## config.mk

```make
export PLATFORM = sky130hd
export DESIGN_NAME = stepper_speed_to_pwm_period_unit_flat
export DESIGN_NICKNAME = d
export VERILOG_FILES = /design/src/rtl/sspp_pkg.sv /design/src/rtl/sspp_cmd_if.sv /design/src/rtl/sspp_res_if.sv /design/src/rtl/sspp_tick_div.sv /design/src/rtl/sspp_div_cell.sv /design/src/rtl/stepper_speed_to_pwm_period_unit.sv /design/src/flat_wrapper.sv
export SDC_FILE = /design/constraint.sdc
export NUM_CORES = 2
export LEC_CHECK = 0
export BUFFER_PORTS_ARGS = -buffer_cell sky130_fd_sc_hd__buf_2
export CAP_MARGIN = 20
export CELL_PAD_IN_SITES_DETAIL_PLACEMENT = 1
export CELL_PAD_IN_SITES_GLOBAL_PLACEMENT = 1
export CORE_UTILIZATION = 35
export CTS_BUF_LIST = sky130_fd_sc_hd__clkbuf_16
export DETAILED_ROUTE_END_ITERATION = 12
export GPL_TIMING_DRIVEN = 0
export PLACE_DENSITY_LB_ADDON = 0.1
export SLEW_MARGIN = 20
export SYNTH_ARGS = -nofsm -noshare
export SYNTH_HDL_FRONTEND = slang
export SYNTH_HIERARCHICAL = 1
export SYNTH_SLANG_ARGS = --single-unit
```

## constraint.sdc

```tcl
create_clock -name clk -period 6.8 [get_ports clk]
set_input_delay 0.68 -clock clk [delete_from_list [all_inputs] [get_ports clk]]
set_output_delay 0.68 -clock clk [all_outputs]
set_load 0.005 [all_outputs]
```

## src/rtl/sspp_pkg.sv

```systemverilog
// Shared types, constants and helpers for the stepper speed to step-period unit.
`timescale 1ns / 1ps

package sspp_pkg;

    // Default command width
    localparam int VELOCITY_WIDTH_DEF = 22;

    // Configuration register widths and reset values
    localparam int CLK_W      = 28;
    localparam int PSC_W      = 16;
    localparam int MS_W       = 3;
    localparam int CFG_DATA_W = 28;
    localparam int CFG_IDX_W  = 2;

    typedef enum logic [CFG_IDX_W-1:0] {
        CFG_CLK_HZ    = 2'd0,
        CFG_PRESCALER = 2'd1,
        CFG_MICROSTEP = 2'd2
    } cfg_index_t;

    localparam logic [CLK_W-1:0] CLK_RESET = 28'd72000000;
    localparam logic [PSC_W-1:0] PSC_RESET = 16'd71;
    localparam logic [MS_W-1:0]  MS_RESET  = 3'd4;
    localparam logic [MS_W-1:0]  MS_MAX    = 3'd4;

    // Speed clamp, millideg/s
    localparam int SPEED_W = 21;
    localparam logic [SPEED_W-1:0] SPEED_MIN = 21'd1502;
    localparam logic [SPEED_W-1:0] SPEED_MAX = 21'd1081730;

    // Twice the step angle in millideg: numerator is tick * 2 * 1800
    localparam int STEP_W = 12;
    localparam logic [STEP_W-1:0] STEP_X2 = 12'd3600;

    // Datapath widths
    localparam int TICK_W = CLK_W;              // tick rate quotient
    localparam int NUM_W  = TICK_W + STEP_W;    // tick * 3600
    localparam int DEN_W  = SPEED_W + 4;        // speed << microstep (max 4)
    localparam int DVS_W  = DEN_W + 1;          // 2 * den
    localparam int QUO_W  = 17;                 // quotient bits kept
    localparam int REM_W  = DVS_W + QUO_W - 1;  // holds dvs << (QUO_W-1)
    localparam int CMP_W  = DVS_W + QUO_W;      // overflow compare width

    localparam logic [NUM_W-1:0] NUM_RESET =
        NUM_W'((64'(CLK_RESET) / (64'(PSC_RESET) + 64'd1)) * 64'(STEP_X2));

    // Output saturation limits
    localparam logic [15:0] RELOAD_MIN = 16'd90;
    localparam logic [15:0] RELOAD_MAX = 16'hFFFF;

    // Fields that ride along with the quotient
    typedef struct packed {
        logic       dir_update;
        logic       dir_level;
        logic [2:0] pins;
    } side_t;

    // Word handed from cell to cell
    typedef struct packed {
        logic [REM_W-1:0] rem;
        logic [DVS_W-1:0] dvs;
        logic [QUO_W-1:0] quo;
        logic             ovf;
        side_t            side;
    } cell_t;

    // Codes above sixteenth step act as full step
    function automatic logic [MS_W-1:0] ms_effective(input logic [MS_W-1:0] code);
        return (code > MS_MAX) ? '0 : code;
    endfunction

    // MS3..MS1 pin pattern
    function automatic logic [2:0] ms_pins(input logic [MS_W-1:0] code);
        logic [2:0] p;
        unique case (code)
            3'd1:    p = 3'b001;
            3'd2:    p = 3'b010;
            3'd3:    p = 3'b011;
            3'd4:    p = 3'b111;
            default: p = 3'b000;
        endcase
        return p;
    endfunction

endpackage

```

## src/rtl/sspp_cmd_if.sv

```systemverilog
// Command channel: motor select and signed velocity.
`timescale 1ns / 1ps

interface sspp_cmd_if #(
    parameter int VELOCITY_WIDTH = sspp_pkg::VELOCITY_WIDTH_DEF
);
    logic                             valid;
    logic                             ready;
    logic [7:0]                       motor_select;
    logic signed [VELOCITY_WIDTH-1:0] velocity_mdeg;

    modport source (output valid, motor_select, velocity_mdeg, input ready);
    modport sink   (input valid, motor_select, velocity_mdeg, output ready);
endinterface

```

## src/rtl/sspp_res_if.sv

```systemverilog
// Result channel: direction, timer reload/compare and microstep pins.
`timescale 1ns / 1ps

interface sspp_res_if;
    logic        valid;
    logic        ready;
    logic        dir_update;
    logic        dir_level;
    logic [15:0] reload_value;
    logic [15:0] compare_value;
    logic [2:0]  microstep_pins;

    modport source (output valid, dir_update, dir_level, reload_value, compare_value,
                    microstep_pins, input ready);
    modport sink   (input valid, dir_update, dir_level, reload_value, compare_value,
                    microstep_pins, output ready);
endinterface

```

## src/rtl/sspp_tick_div.sv

```systemverilog
// Serial divider for tick = clock / (prescaler + 1), then scaling by 3600.
`timescale 1ns / 1ps

module sspp_tick_div (
    input  logic                          clk,
    input  logic                          rst_n,
    input  logic                          start,
    input  logic [sspp_pkg::CLK_W-1:0]    clk_hz,
    input  logic [sspp_pkg::PSC_W-1:0]    psc,
    output logic                          busy,
    output logic [sspp_pkg::NUM_W-1:0]    num2
);
    localparam int CNT_W = $clog2(sspp_pkg::TICK_W);
    localparam logic [CNT_W-1:0] CNT_LAST = CNT_W'(sspp_pkg::TICK_W - 1);

    typedef enum logic [1:0] {
        S_IDLE,
        S_DIV,
        S_MUL
    } state_t;

    state_t                          state_reg, state_next;
    logic [CNT_W-1:0]                cnt_reg, cnt_next;
    logic [sspp_pkg::TICK_W-1:0]     dvd_reg, dvd_next;
    logic [sspp_pkg::PSC_W-1:0]      rem_reg, rem_next;
    logic [sspp_pkg::NUM_W-1:0]      num2_reg, num2_next;

    logic [sspp_pkg::PSC_W:0]        dvs;
    logic [sspp_pkg::PSC_W:0]        trial;
    logic                            take;

    // One restoring step per cycle, MSB first
    assign dvs   = {1'b0, psc} + 17'd1;
    assign trial = {rem_reg, dvd_reg[sspp_pkg::TICK_W-1]};
    assign take  = (trial >= dvs);

    always_comb
    begin
        state_next = state_reg;
        cnt_next   = cnt_reg;
        dvd_next   = dvd_reg;
        rem_next   = rem_reg;
        num2_next  = num2_reg;
        if (start)
        begin
            state_next = S_DIV;
            cnt_next   = '0;
            dvd_next   = clk_hz;
            rem_next   = '0;
        end
        else
        begin
            unique case (state_reg)
                S_IDLE:
                begin
                end
                S_DIV:
                begin
                    rem_next = take ? sspp_pkg::PSC_W'(trial - dvs)
                                    : trial[sspp_pkg::PSC_W-1:0];
                    dvd_next = {dvd_reg[sspp_pkg::TICK_W-2:0], take};
                    cnt_next = cnt_reg + 1'b1;
                    if (cnt_reg == CNT_LAST)
                    begin
                        state_next = S_MUL;
                    end
                end
                S_MUL:
                begin
                    num2_next  = sspp_pkg::NUM_W'(dvd_reg) *
                                 sspp_pkg::NUM_W'(sspp_pkg::STEP_X2);
                    state_next = S_IDLE;
                end
                default:
                begin
                    state_next = S_IDLE;
                end
            endcase
        end
    end

    always_ff @(posedge clk or negedge rst_n)
    begin
        if (!rst_n)
        begin
            state_reg <= S_IDLE;
            cnt_reg   <= '0;
            dvd_reg   <= '0;
            rem_reg   <= '0;
            num2_reg  <= sspp_pkg::NUM_RESET;
        end
        else
        begin
            state_reg <= state_next;
            cnt_reg   <= cnt_next;
            dvd_reg   <= dvd_next;
            rem_reg   <= rem_next;
            num2_reg  <= num2_next;
        end
    end

    assign busy = (state_reg != S_IDLE);
    assign num2 = num2_reg;

endmodule

```

## src/rtl/sspp_div_cell.sv

```systemverilog
// One quotient-bit cell of the pipelined period divider.
`timescale 1ns / 1ps

module sspp_div_cell #(
    parameter int SHIFT = 0
) (
    input  logic            clk,
    input  logic            rst_n,
    input  logic            up_valid,
    output logic            up_ready,
    input  sspp_pkg::cell_t up_data,
    output logic            dn_valid,
    input  logic            dn_ready,
    output sspp_pkg::cell_t dn_data
);
    logic                         vld_reg, vld_next;
    sspp_pkg::cell_t              data_reg, data_next;
    logic [sspp_pkg::REM_W-1:0]   sub;
    logic [sspp_pkg::REM_W:0]     diff;
    logic                         take;

    // Trial subtract of divisor weighted by this cell's bit
    assign sub  = sspp_pkg::REM_W'(up_data.dvs) << SHIFT;
    assign diff = {1'b0, up_data.rem} - {1'b0, sub};
    assign take = !diff[sspp_pkg::REM_W];

    always_comb
    begin
        data_next     = up_data;
        data_next.rem = take ? diff[sspp_pkg::REM_W-1:0] : up_data.rem;
        data_next.quo = {up_data.quo[sspp_pkg::QUO_W-2:0], take};
    end

    // Stage holds when full and downstream stalls
    assign up_ready = !vld_reg || dn_ready;
    assign vld_next = up_ready ? up_valid : vld_reg;

    always_ff @(posedge clk or negedge rst_n)
    begin
        if (!rst_n)
        begin
            vld_reg <= 1'b0;
        end
        else
        begin
            vld_reg <= vld_next;
        end
    end

    always_ff @(posedge clk)
    begin
        if (up_valid && up_ready)
        begin
            data_reg <= data_next;
        end
    end

    assign dn_valid = vld_reg;
    assign dn_data  = data_reg;

endmodule

```

## src/rtl/stepper_speed_to_pwm_period_unit.sv

```systemverilog
// Top level: velocity command to step direction, timer reload/compare and microstep pins.
// Registers from an accepted word to its result word: entry, prep, 17 divider cells,
// output register. Throughput: one word per cycle, set by the 17-cell divider row, while
// neither side stalls. A write of timer_clock_hz or prescaler holds cmd.ready low while
// the serial tick divider (one bit per cycle, 28 bits) and the scaling multiply run.
// Reset: registers take their defaults with the scaled tick preloaded; pipeline empty.
`timescale 1ns / 1ps

module stepper_speed_to_pwm_period_unit #(
    parameter int VELOCITY_WIDTH = sspp_pkg::VELOCITY_WIDTH_DEF
) (
    input  logic                              clk,
    input  logic                              rst_n,
    input  logic                              cfg_we,
    input  logic [sspp_pkg::CFG_IDX_W-1:0]    cfg_index,
    input  logic [sspp_pkg::CFG_DATA_W-1:0]   cfg_data,
    sspp_cmd_if.sink                          cmd,
    sspp_res_if.source                        res
);
    localparam int MAG_W = (VELOCITY_WIDTH > sspp_pkg::SPEED_W) ? VELOCITY_WIDTH
                                                                : sspp_pkg::SPEED_W;
    localparam int NQ = sspp_pkg::QUO_W;

    // ---------------- configuration registers ----------------
    logic [sspp_pkg::CLK_W-1:0] clk_hz_reg, clk_hz_next;
    logic [sspp_pkg::PSC_W-1:0] psc_reg, psc_next;
    logic [sspp_pkg::MS_W-1:0]  ms_reg, ms_next;
    logic                       start_reg, start_next;
    logic                       tick_busy;
    logic                       cfg_busy;
    logic [sspp_pkg::NUM_W-1:0] num2;

    always_comb
    begin
        clk_hz_next = clk_hz_reg;
        psc_next    = psc_reg;
        ms_next     = ms_reg;
        start_next  = 1'b0;
        if (cfg_we)
        begin
            unique case (cfg_index)
                sspp_pkg::CFG_CLK_HZ:
                begin
                    clk_hz_next = cfg_data[sspp_pkg::CLK_W-1:0];
                    start_next  = 1'b1;
                end
                sspp_pkg::CFG_PRESCALER:
                begin
                    psc_next   = cfg_data[sspp_pkg::PSC_W-1:0];
                    start_next = 1'b1;
                end
                sspp_pkg::CFG_MICROSTEP:
                begin
                    ms_next = cfg_data[sspp_pkg::MS_W-1:0];
                end
                default:
                begin
                end
            endcase
        end
    end

    always_ff @(posedge clk or negedge rst_n)
    begin
        if (!rst_n)
        begin
            clk_hz_reg <= sspp_pkg::CLK_RESET;
            psc_reg    <= sspp_pkg::PSC_RESET;
            ms_reg     <= sspp_pkg::MS_RESET;
            start_reg  <= 1'b0;
        end
        else
        begin
            clk_hz_reg <= clk_hz_next;
            psc_reg    <= psc_next;
            ms_reg     <= ms_next;
            start_reg  <= start_next;
        end
    end

    sspp_tick_div u_tick_div (
        .clk    (clk),
        .rst_n  (rst_n),
        .start  (start_reg),
        .clk_hz (clk_hz_reg),
        .psc    (psc_reg),
        .busy   (tick_busy),
        .num2   (num2)
    );

    assign cfg_busy = start_reg || tick_busy;

    // ---------------- entry stage: direction, magnitude clamp ----------------
    logic                             ent_vld_reg;
    logic                             ent_up_ready;
    logic [sspp_pkg::SPEED_W-1:0]     ent_speed_reg;
    logic [sspp_pkg::MS_W-1:0]        ent_code_reg;
    sspp_pkg::side_t                  ent_side_reg;
    logic                             prep_up_ready;

    logic [VELOCITY_WIDTH-1:0]        vel_u;
    logic                             neg;
    logic [VELOCITY_WIDTH-1:0]        mag_v;
    logic [MAG_W-1:0]                 mag_x;
    logic [sspp_pkg::SPEED_W-1:0]     speed;
    logic [sspp_pkg::MS_W-1:0]        code_eff;
    sspp_pkg::side_t                  side_in;
    logic                             cmd_take;

    assign vel_u = cmd.velocity_mdeg;
    assign neg   = vel_u[VELOCITY_WIDTH-1];
    assign mag_v = neg ? (~vel_u + 1'b1) : vel_u;
    assign mag_x = MAG_W'(mag_v);

    always_comb
    begin
        priority if (mag_x < MAG_W'(sspp_pkg::SPEED_MIN))
        begin
            speed = sspp_pkg::SPEED_MIN;
        end
        else if (mag_x > MAG_W'(sspp_pkg::SPEED_MAX))
        begin
            speed = sspp_pkg::SPEED_MAX;
        end
        else
        begin
            speed = sspp_pkg::SPEED_W'(mag_x);
        end
    end

    // Left motor: negative drives 1; right motor: negative drives 0
    always_comb
    begin
        side_in.pins = sspp_pkg::ms_pins(code_eff);
        priority if (cmd.motor_select == 8'd1)
        begin
            side_in.dir_update = 1'b1;
            side_in.dir_level  = neg;
        end
        else if (cmd.motor_select == 8'd0)
        begin
            side_in.dir_update = 1'b1;
            side_in.dir_level  = !neg;
        end
        else
        begin
            side_in.dir_update = 1'b0;
            side_in.dir_level  = 1'b0;
        end
    end

    assign code_eff     = sspp_pkg::ms_effective(ms_reg);
    assign ent_up_ready = !ent_vld_reg || prep_up_ready;
    assign cmd.ready    = ent_up_ready && !cfg_busy;
    assign cmd_take     = cmd.valid && cmd.ready;

    always_ff @(posedge clk or negedge rst_n)
    begin
        if (!rst_n)
        begin
            ent_vld_reg <= 1'b0;
        end
        else if (ent_up_ready)
        begin
            ent_vld_reg <= cmd_take;
        end
    end

    always_ff @(posedge clk)
    begin
        if (cmd_take)
        begin
            ent_speed_reg <= speed;
            ent_code_reg  <= code_eff;
            ent_side_reg  <= side_in;
        end
    end

    // ---------------- prep stage: numerator, divisor, overflow ----------------
    logic                             prep_vld_reg;
    sspp_pkg::cell_t                  prep_data_reg;
    sspp_pkg::cell_t                  prep_data_next;
    logic [sspp_pkg::DEN_W-1:0]       den;
    logic [sspp_pkg::NUM_W:0]         numer;
    logic [sspp_pkg::DVS_W-1:0]       dvs;

    sspp_pkg::cell_t                  chain_data [0:NQ];
    logic                             chain_vld  [0:NQ];
    logic                             chain_rdy  [0:NQ];

    assign den   = sspp_pkg::DEN_W'(ent_speed_reg) << ent_code_reg;
    assign numer = {1'b0, num2} + (sspp_pkg::NUM_W + 1)'(den);
    assign dvs   = {den, 1'b0};

    always_comb
    begin
        prep_data_next.rem  = sspp_pkg::REM_W'(numer);
        prep_data_next.dvs  = dvs;
        prep_data_next.quo  = '0;
        prep_data_next.ovf  = (sspp_pkg::CMP_W'(numer) >= {dvs, {NQ{1'b0}}});
        prep_data_next.side = ent_side_reg;
    end

    assign prep_up_ready = !prep_vld_reg || chain_rdy[0];

    always_ff @(posedge clk or negedge rst_n)
    begin
        if (!rst_n)
        begin
            prep_vld_reg <= 1'b0;
        end
        else if (prep_up_ready)
        begin
            prep_vld_reg <= ent_vld_reg;
        end
    end

    always_ff @(posedge clk)
    begin
        if (ent_vld_reg && prep_up_ready)
        begin
            prep_data_reg <= prep_data_next;
        end
    end

    assign chain_data[0] = prep_data_reg;
    assign chain_vld[0]  = prep_vld_reg;

    // ---------------- divider row: one quotient bit per cell, MSB first ----------------
    for (genvar g = 0; g < NQ; g++)
    begin : g_cell
        sspp_div_cell #(
            .SHIFT (NQ - 1 - g)
        ) u_cell (
            .clk      (clk),
            .rst_n    (rst_n),
            .up_valid (chain_vld[g]),
            .up_ready (chain_rdy[g]),
            .up_data  (chain_data[g]),
            .dn_valid (chain_vld[g+1]),
            .dn_ready (chain_rdy[g+1]),
            .dn_data  (chain_data[g+1])
        );
    end

    // ---------------- output stage: saturate, half-duty compare ----------------
    logic                 out_vld_reg;
    logic                 out_take;
    logic [NQ-1:0]        q;
    logic [15:0]          reload;
    logic [15:0]          compare;
    logic                 upd_reg;
    logic                 lvl_reg;
    logic [15:0]          reload_reg;
    logic [15:0]          compare_reg;
    logic [2:0]           pins_reg;

    assign q = chain_data[NQ].quo;

    always_comb
    begin
        priority if (chain_data[NQ].ovf || (q > (NQ'(sspp_pkg::RELOAD_MAX) + 1'b1)))
        begin
            reload = sspp_pkg::RELOAD_MAX;
        end
        else if (q < (NQ'(sspp_pkg::RELOAD_MIN) + 1'b1))
        begin
            reload = sspp_pkg::RELOAD_MIN;
        end
        else
        begin
            reload = 16'(q - 1'b1);
        end
    end

    assign compare = 16'((17'(reload) + 17'd1) >> 1);

    assign chain_rdy[NQ] = !out_vld_reg || res.ready;
    assign out_take      = chain_vld[NQ] && chain_rdy[NQ];

    always_ff @(posedge clk or negedge rst_n)
    begin
        if (!rst_n)
        begin
            out_vld_reg <= 1'b0;
        end
        else if (chain_rdy[NQ])
        begin
            out_vld_reg <= chain_vld[NQ];
        end
    end

    always_ff @(posedge clk)
    begin
        if (out_take)
        begin
            upd_reg     <= chain_data[NQ].side.dir_update;
            lvl_reg     <= chain_data[NQ].side.dir_level;
            reload_reg  <= reload;
            compare_reg <= compare;
            pins_reg    <= chain_data[NQ].side.pins;
        end
    end

    assign res.valid          = out_vld_reg;
    assign res.dir_update     = upd_reg;
    assign res.dir_level      = lvl_reg;
    assign res.reload_value   = reload_reg;
    assign res.compare_value  = compare_reg;
    assign res.microstep_pins = pins_reg;

endmodule

```

## src/flat_wrapper.sv

```systemverilog
// flat-port wrapper written by rule: the top's interface ports become plain ports
module stepper_speed_to_pwm_period_unit_flat 
#(
    parameter int VELOCITY_WIDTH = sspp_pkg::VELOCITY_WIDTH_DEF
)
  (clk, rst_n, cfg_we, cfg_index, cfg_data, cmd_valid, cmd_motor_select, cmd_velocity_mdeg, cmd_ready, res_valid, res_dir_update, res_dir_level, res_reload_value, res_compare_value, res_microstep_pins, res_ready);
  sspp_cmd_if #(.VELOCITY_WIDTH(VELOCITY_WIDTH)) cmd_i ();
  sspp_res_if res_i ();
  input  logic clk;
  input  logic rst_n;
  input  logic cfg_we;
  input  logic [sspp_pkg::CFG_IDX_W-1:0] cfg_index;
  input  logic [sspp_pkg::CFG_DATA_W-1:0] cfg_data;
  input wire logic [$bits(cmd_i.valid)-1:0] cmd_valid;
  input wire logic [$bits(cmd_i.motor_select)-1:0] cmd_motor_select;
  input wire logic [$bits(cmd_i.velocity_mdeg)-1:0] cmd_velocity_mdeg;
  output wire logic [$bits(cmd_i.ready)-1:0] cmd_ready;
  output wire logic [$bits(res_i.valid)-1:0] res_valid;
  output wire logic [$bits(res_i.dir_update)-1:0] res_dir_update;
  output wire logic [$bits(res_i.dir_level)-1:0] res_dir_level;
  output wire logic [$bits(res_i.reload_value)-1:0] res_reload_value;
  output wire logic [$bits(res_i.compare_value)-1:0] res_compare_value;
  output wire logic [$bits(res_i.microstep_pins)-1:0] res_microstep_pins;
  input wire logic [$bits(res_i.ready)-1:0] res_ready;
  assign cmd_i.valid = cmd_valid;
  assign cmd_i.motor_select = cmd_motor_select;
  assign cmd_i.velocity_mdeg = cmd_velocity_mdeg;
  assign cmd_ready = cmd_i.ready;
  assign res_valid = res_i.valid;
  assign res_dir_update = res_i.dir_update;
  assign res_dir_level = res_i.dir_level;
  assign res_reload_value = res_i.reload_value;
  assign res_compare_value = res_i.compare_value;
  assign res_microstep_pins = res_i.microstep_pins;
  assign res_i.ready = res_ready;
  stepper_speed_to_pwm_period_unit #(.VELOCITY_WIDTH(VELOCITY_WIDTH)) u_core (.clk(clk), .rst_n(rst_n), .cfg_we(cfg_we), .cfg_index(cfg_index), .cfg_data(cfg_data), .cmd(cmd_i), .res(res_i));
endmodule
```

==> flow_summary.yaml <==
sta:
  worst_pin_slew_ps: 1142
  min_period_ps: 6533
  finalCritPeriodShare: 0.9608
  skew_ps: 77.76
  slew_headroom: 0.2335
  setup_violations: 0
  drv_slew: 0
  finalHoldViolCount: 0
  whs_ps: 78.81
  timing.fmax_ghz: 0.1531
clocking:
  cts_tree: "built"
  insertion_delay_ps: 890
  htreeDepth: 4
  path_clk_slew_ps: 60
  clock_path_buffers: 4
  numCtsBuffers: 193
  clockRootBuffer: "clkbuf_16"
  cts_sinks: 1636
finish:
  finish.utilization: 0.3986
  syn_to_final_growth_pct: 13.26
  postLayoutCellArea_um2: 105700
  fin_cells: 12330
  num-nets-final: 9378
  largest_reg_flops: 1343
  drive_gt1_frac: 0.1126
detailed_routing:
  wl_met1_um: 124400
  remaining_drc_errors: 0
  ant_nets: 0
  dr.pass1.iters: 5
  dr.max_layer_used: "met5"
  met2_length_um: 129800
  wl_um: 273400
  wl_met3_um: 8807
  drt-initial-drc-count: 3112
  num_vias: 64570
  wl_per_cell_um: 22.16
  vias_per_cell: 5.235
place:
  place_congestion: 0.8869
  dp_cells: 11960
  portBuffers: 98
  place_area_um2: 98850
  hpwl_um: 218900
setup_path:
  path_max_fanout: 10
  crit_required_ps: 7450
  worst_setup_path_start_kind: "flop"
  critical_path_arrival_ps: 7190
  rrSetupSlack_ps: 270
  critical_path_class: "reg2reg"
  end_kind: "flop"
yosys:
  syn_inst: 8299
  synth_area_per_cell_um2: 11.24
  synth_warnings: 6
  synthesis.area_um2: 93290
grt:
  track_usage: 0.1996
  grt_pass1_wl_um: 415900
  overflow: 0
  grt_pass1_vias: 67990
  antenna_found_initial: 10
  grt_start_max_net_pins: 82
power_and_ir_drop:
  p_leak_nw: 40.49
  vdd_drop_max_uv: 200.0
  p_total_mw: 25.62
  power_density_nw_per_um2: 242.4
outcome:
  status: "completed"
die:
  die_w_um: 518.3
  ios: 104
  die_area_um2: 268600
  initial_core_util: 0.3519
  fp.dieH_um: 518.3
  rows: 189
  core_um2: 265100
min_path:
  min_path_type: "in2reg"
job:
  cap_violations: 0
==> per-stage QoR <==
step                      TNS (ps)  setup slack (ps)
after CTS                        0             7.677
after detailed placement     -1109             -1109
after global placement      -78330             -1025
after floorplan                  0             748.3
after global routing        -11.22            -11.22
final                            0             266.6
==> layer usage <==
layer / global-route usage / vias to the layer above
met2: 0.3369 / 918
met4: 0.07203 / 2
met1: 0.2638 / 32130
li1: - / 31130
met3: 0.02175 / 393
met5: 0 / -
==> layout by cell type (no fill, tap or decap), types with 95 or more instances in the layout <==
master,n
edfxtp_1,1481
inv_1,694
nand2_1,684
a21oi_1,652
ha_1,599
nor2_1,546
o21ai_0,469
xnor2_1,304
xor2_1,252
clkbuf_16,195
buf_2,166
a21o_1,159
nand3_1,147
dfrtp_1,131
nor3_1,126
nand2b_1,121
clkbuf_1,107
nand4_1,105
mux2_2,95
==> what timing repair did <==
item                       4_1_cts  5_1_grt
hold endpoints to repair        81        0
setup endpoints to repair        1        1
hold buffers                    12        0
setup buffers                    6        6
cloned                           0        0
gates resized for setup         33       44
pin swaps                        3        9
==> cell type report <==
| cell class | count | area (um^2) |
|---|---|---|
| tap | 3533 | 4420 |
| multi-input combinational | 5734 | 41250 |
| clock inverter | 155 | 1409 |
| antenna | 7 | 17.52 |
| buffer | 249 | 1458 |
| sequential | 1636 | 48380 |
| inverter | 680 | 2557 |
| fill | 28630 | 159400 |
| clock buffer | 195 | 4880 |
| timing repair buffer | 145 | 1285 |
==> power breakdown <==
part           switching (mW)  leakage, nW  internal [mW]  total (mW)
Clock                    4.27         3.16           6.02        10.3
Combinational            2.38         22.2           1.75        4.13
Sequential              0.183         15.2           11.0        11.2
Total                    6.83         40.5           18.8        25.6
==> final timing paths <==
kind                                                    start  cells past startpoint                            endpoint
hold reg to reg            u_core/g_cell[2].u_cell/dn_data[8]                      0  u_core/g_cell[3].u_cell/dn_data[9]
setup / recovery                       u_core/ent_code_reg[0]                     26             u_core/chain_data[1552]
min in group asynchronous                               rst_n                      2        u_core/u_tick_div/rem_reg[5]
setup reg to reg                       u_core/ent_code_reg[0]                     26             u_core/chain_data[1552]
hold / removal                                   cfg_data[17]                      2               u_core/clk_hz_reg[17]
max in group asynchronous                               rst_n                      3          u_core/u_tick_div/num2[30]
==> critical path: stages, from the launching register on <==
cell and delay, ps:
edfxtp_1 390, buf_8 160, buf_4 190, mux2i_4 210, mux2_2 300, a21o_1 240, inv_2 120, ha_2 330
a21o_1 230, a21oi_4 180, nor2_4 70, o21ai_2 180, o21ai_4 90, a211oi_2 300, o31ai_2 120, a21oi_2 280
buf_4 170, nor2_1 60, xor2_2 170, ha_1 300, nand4_1 90, nor3_2 300, nand4b_1 230, or4_1 430
or4_1 390, or4_1 510, o41ai_2 310
(Power assumes the default switching activity.)
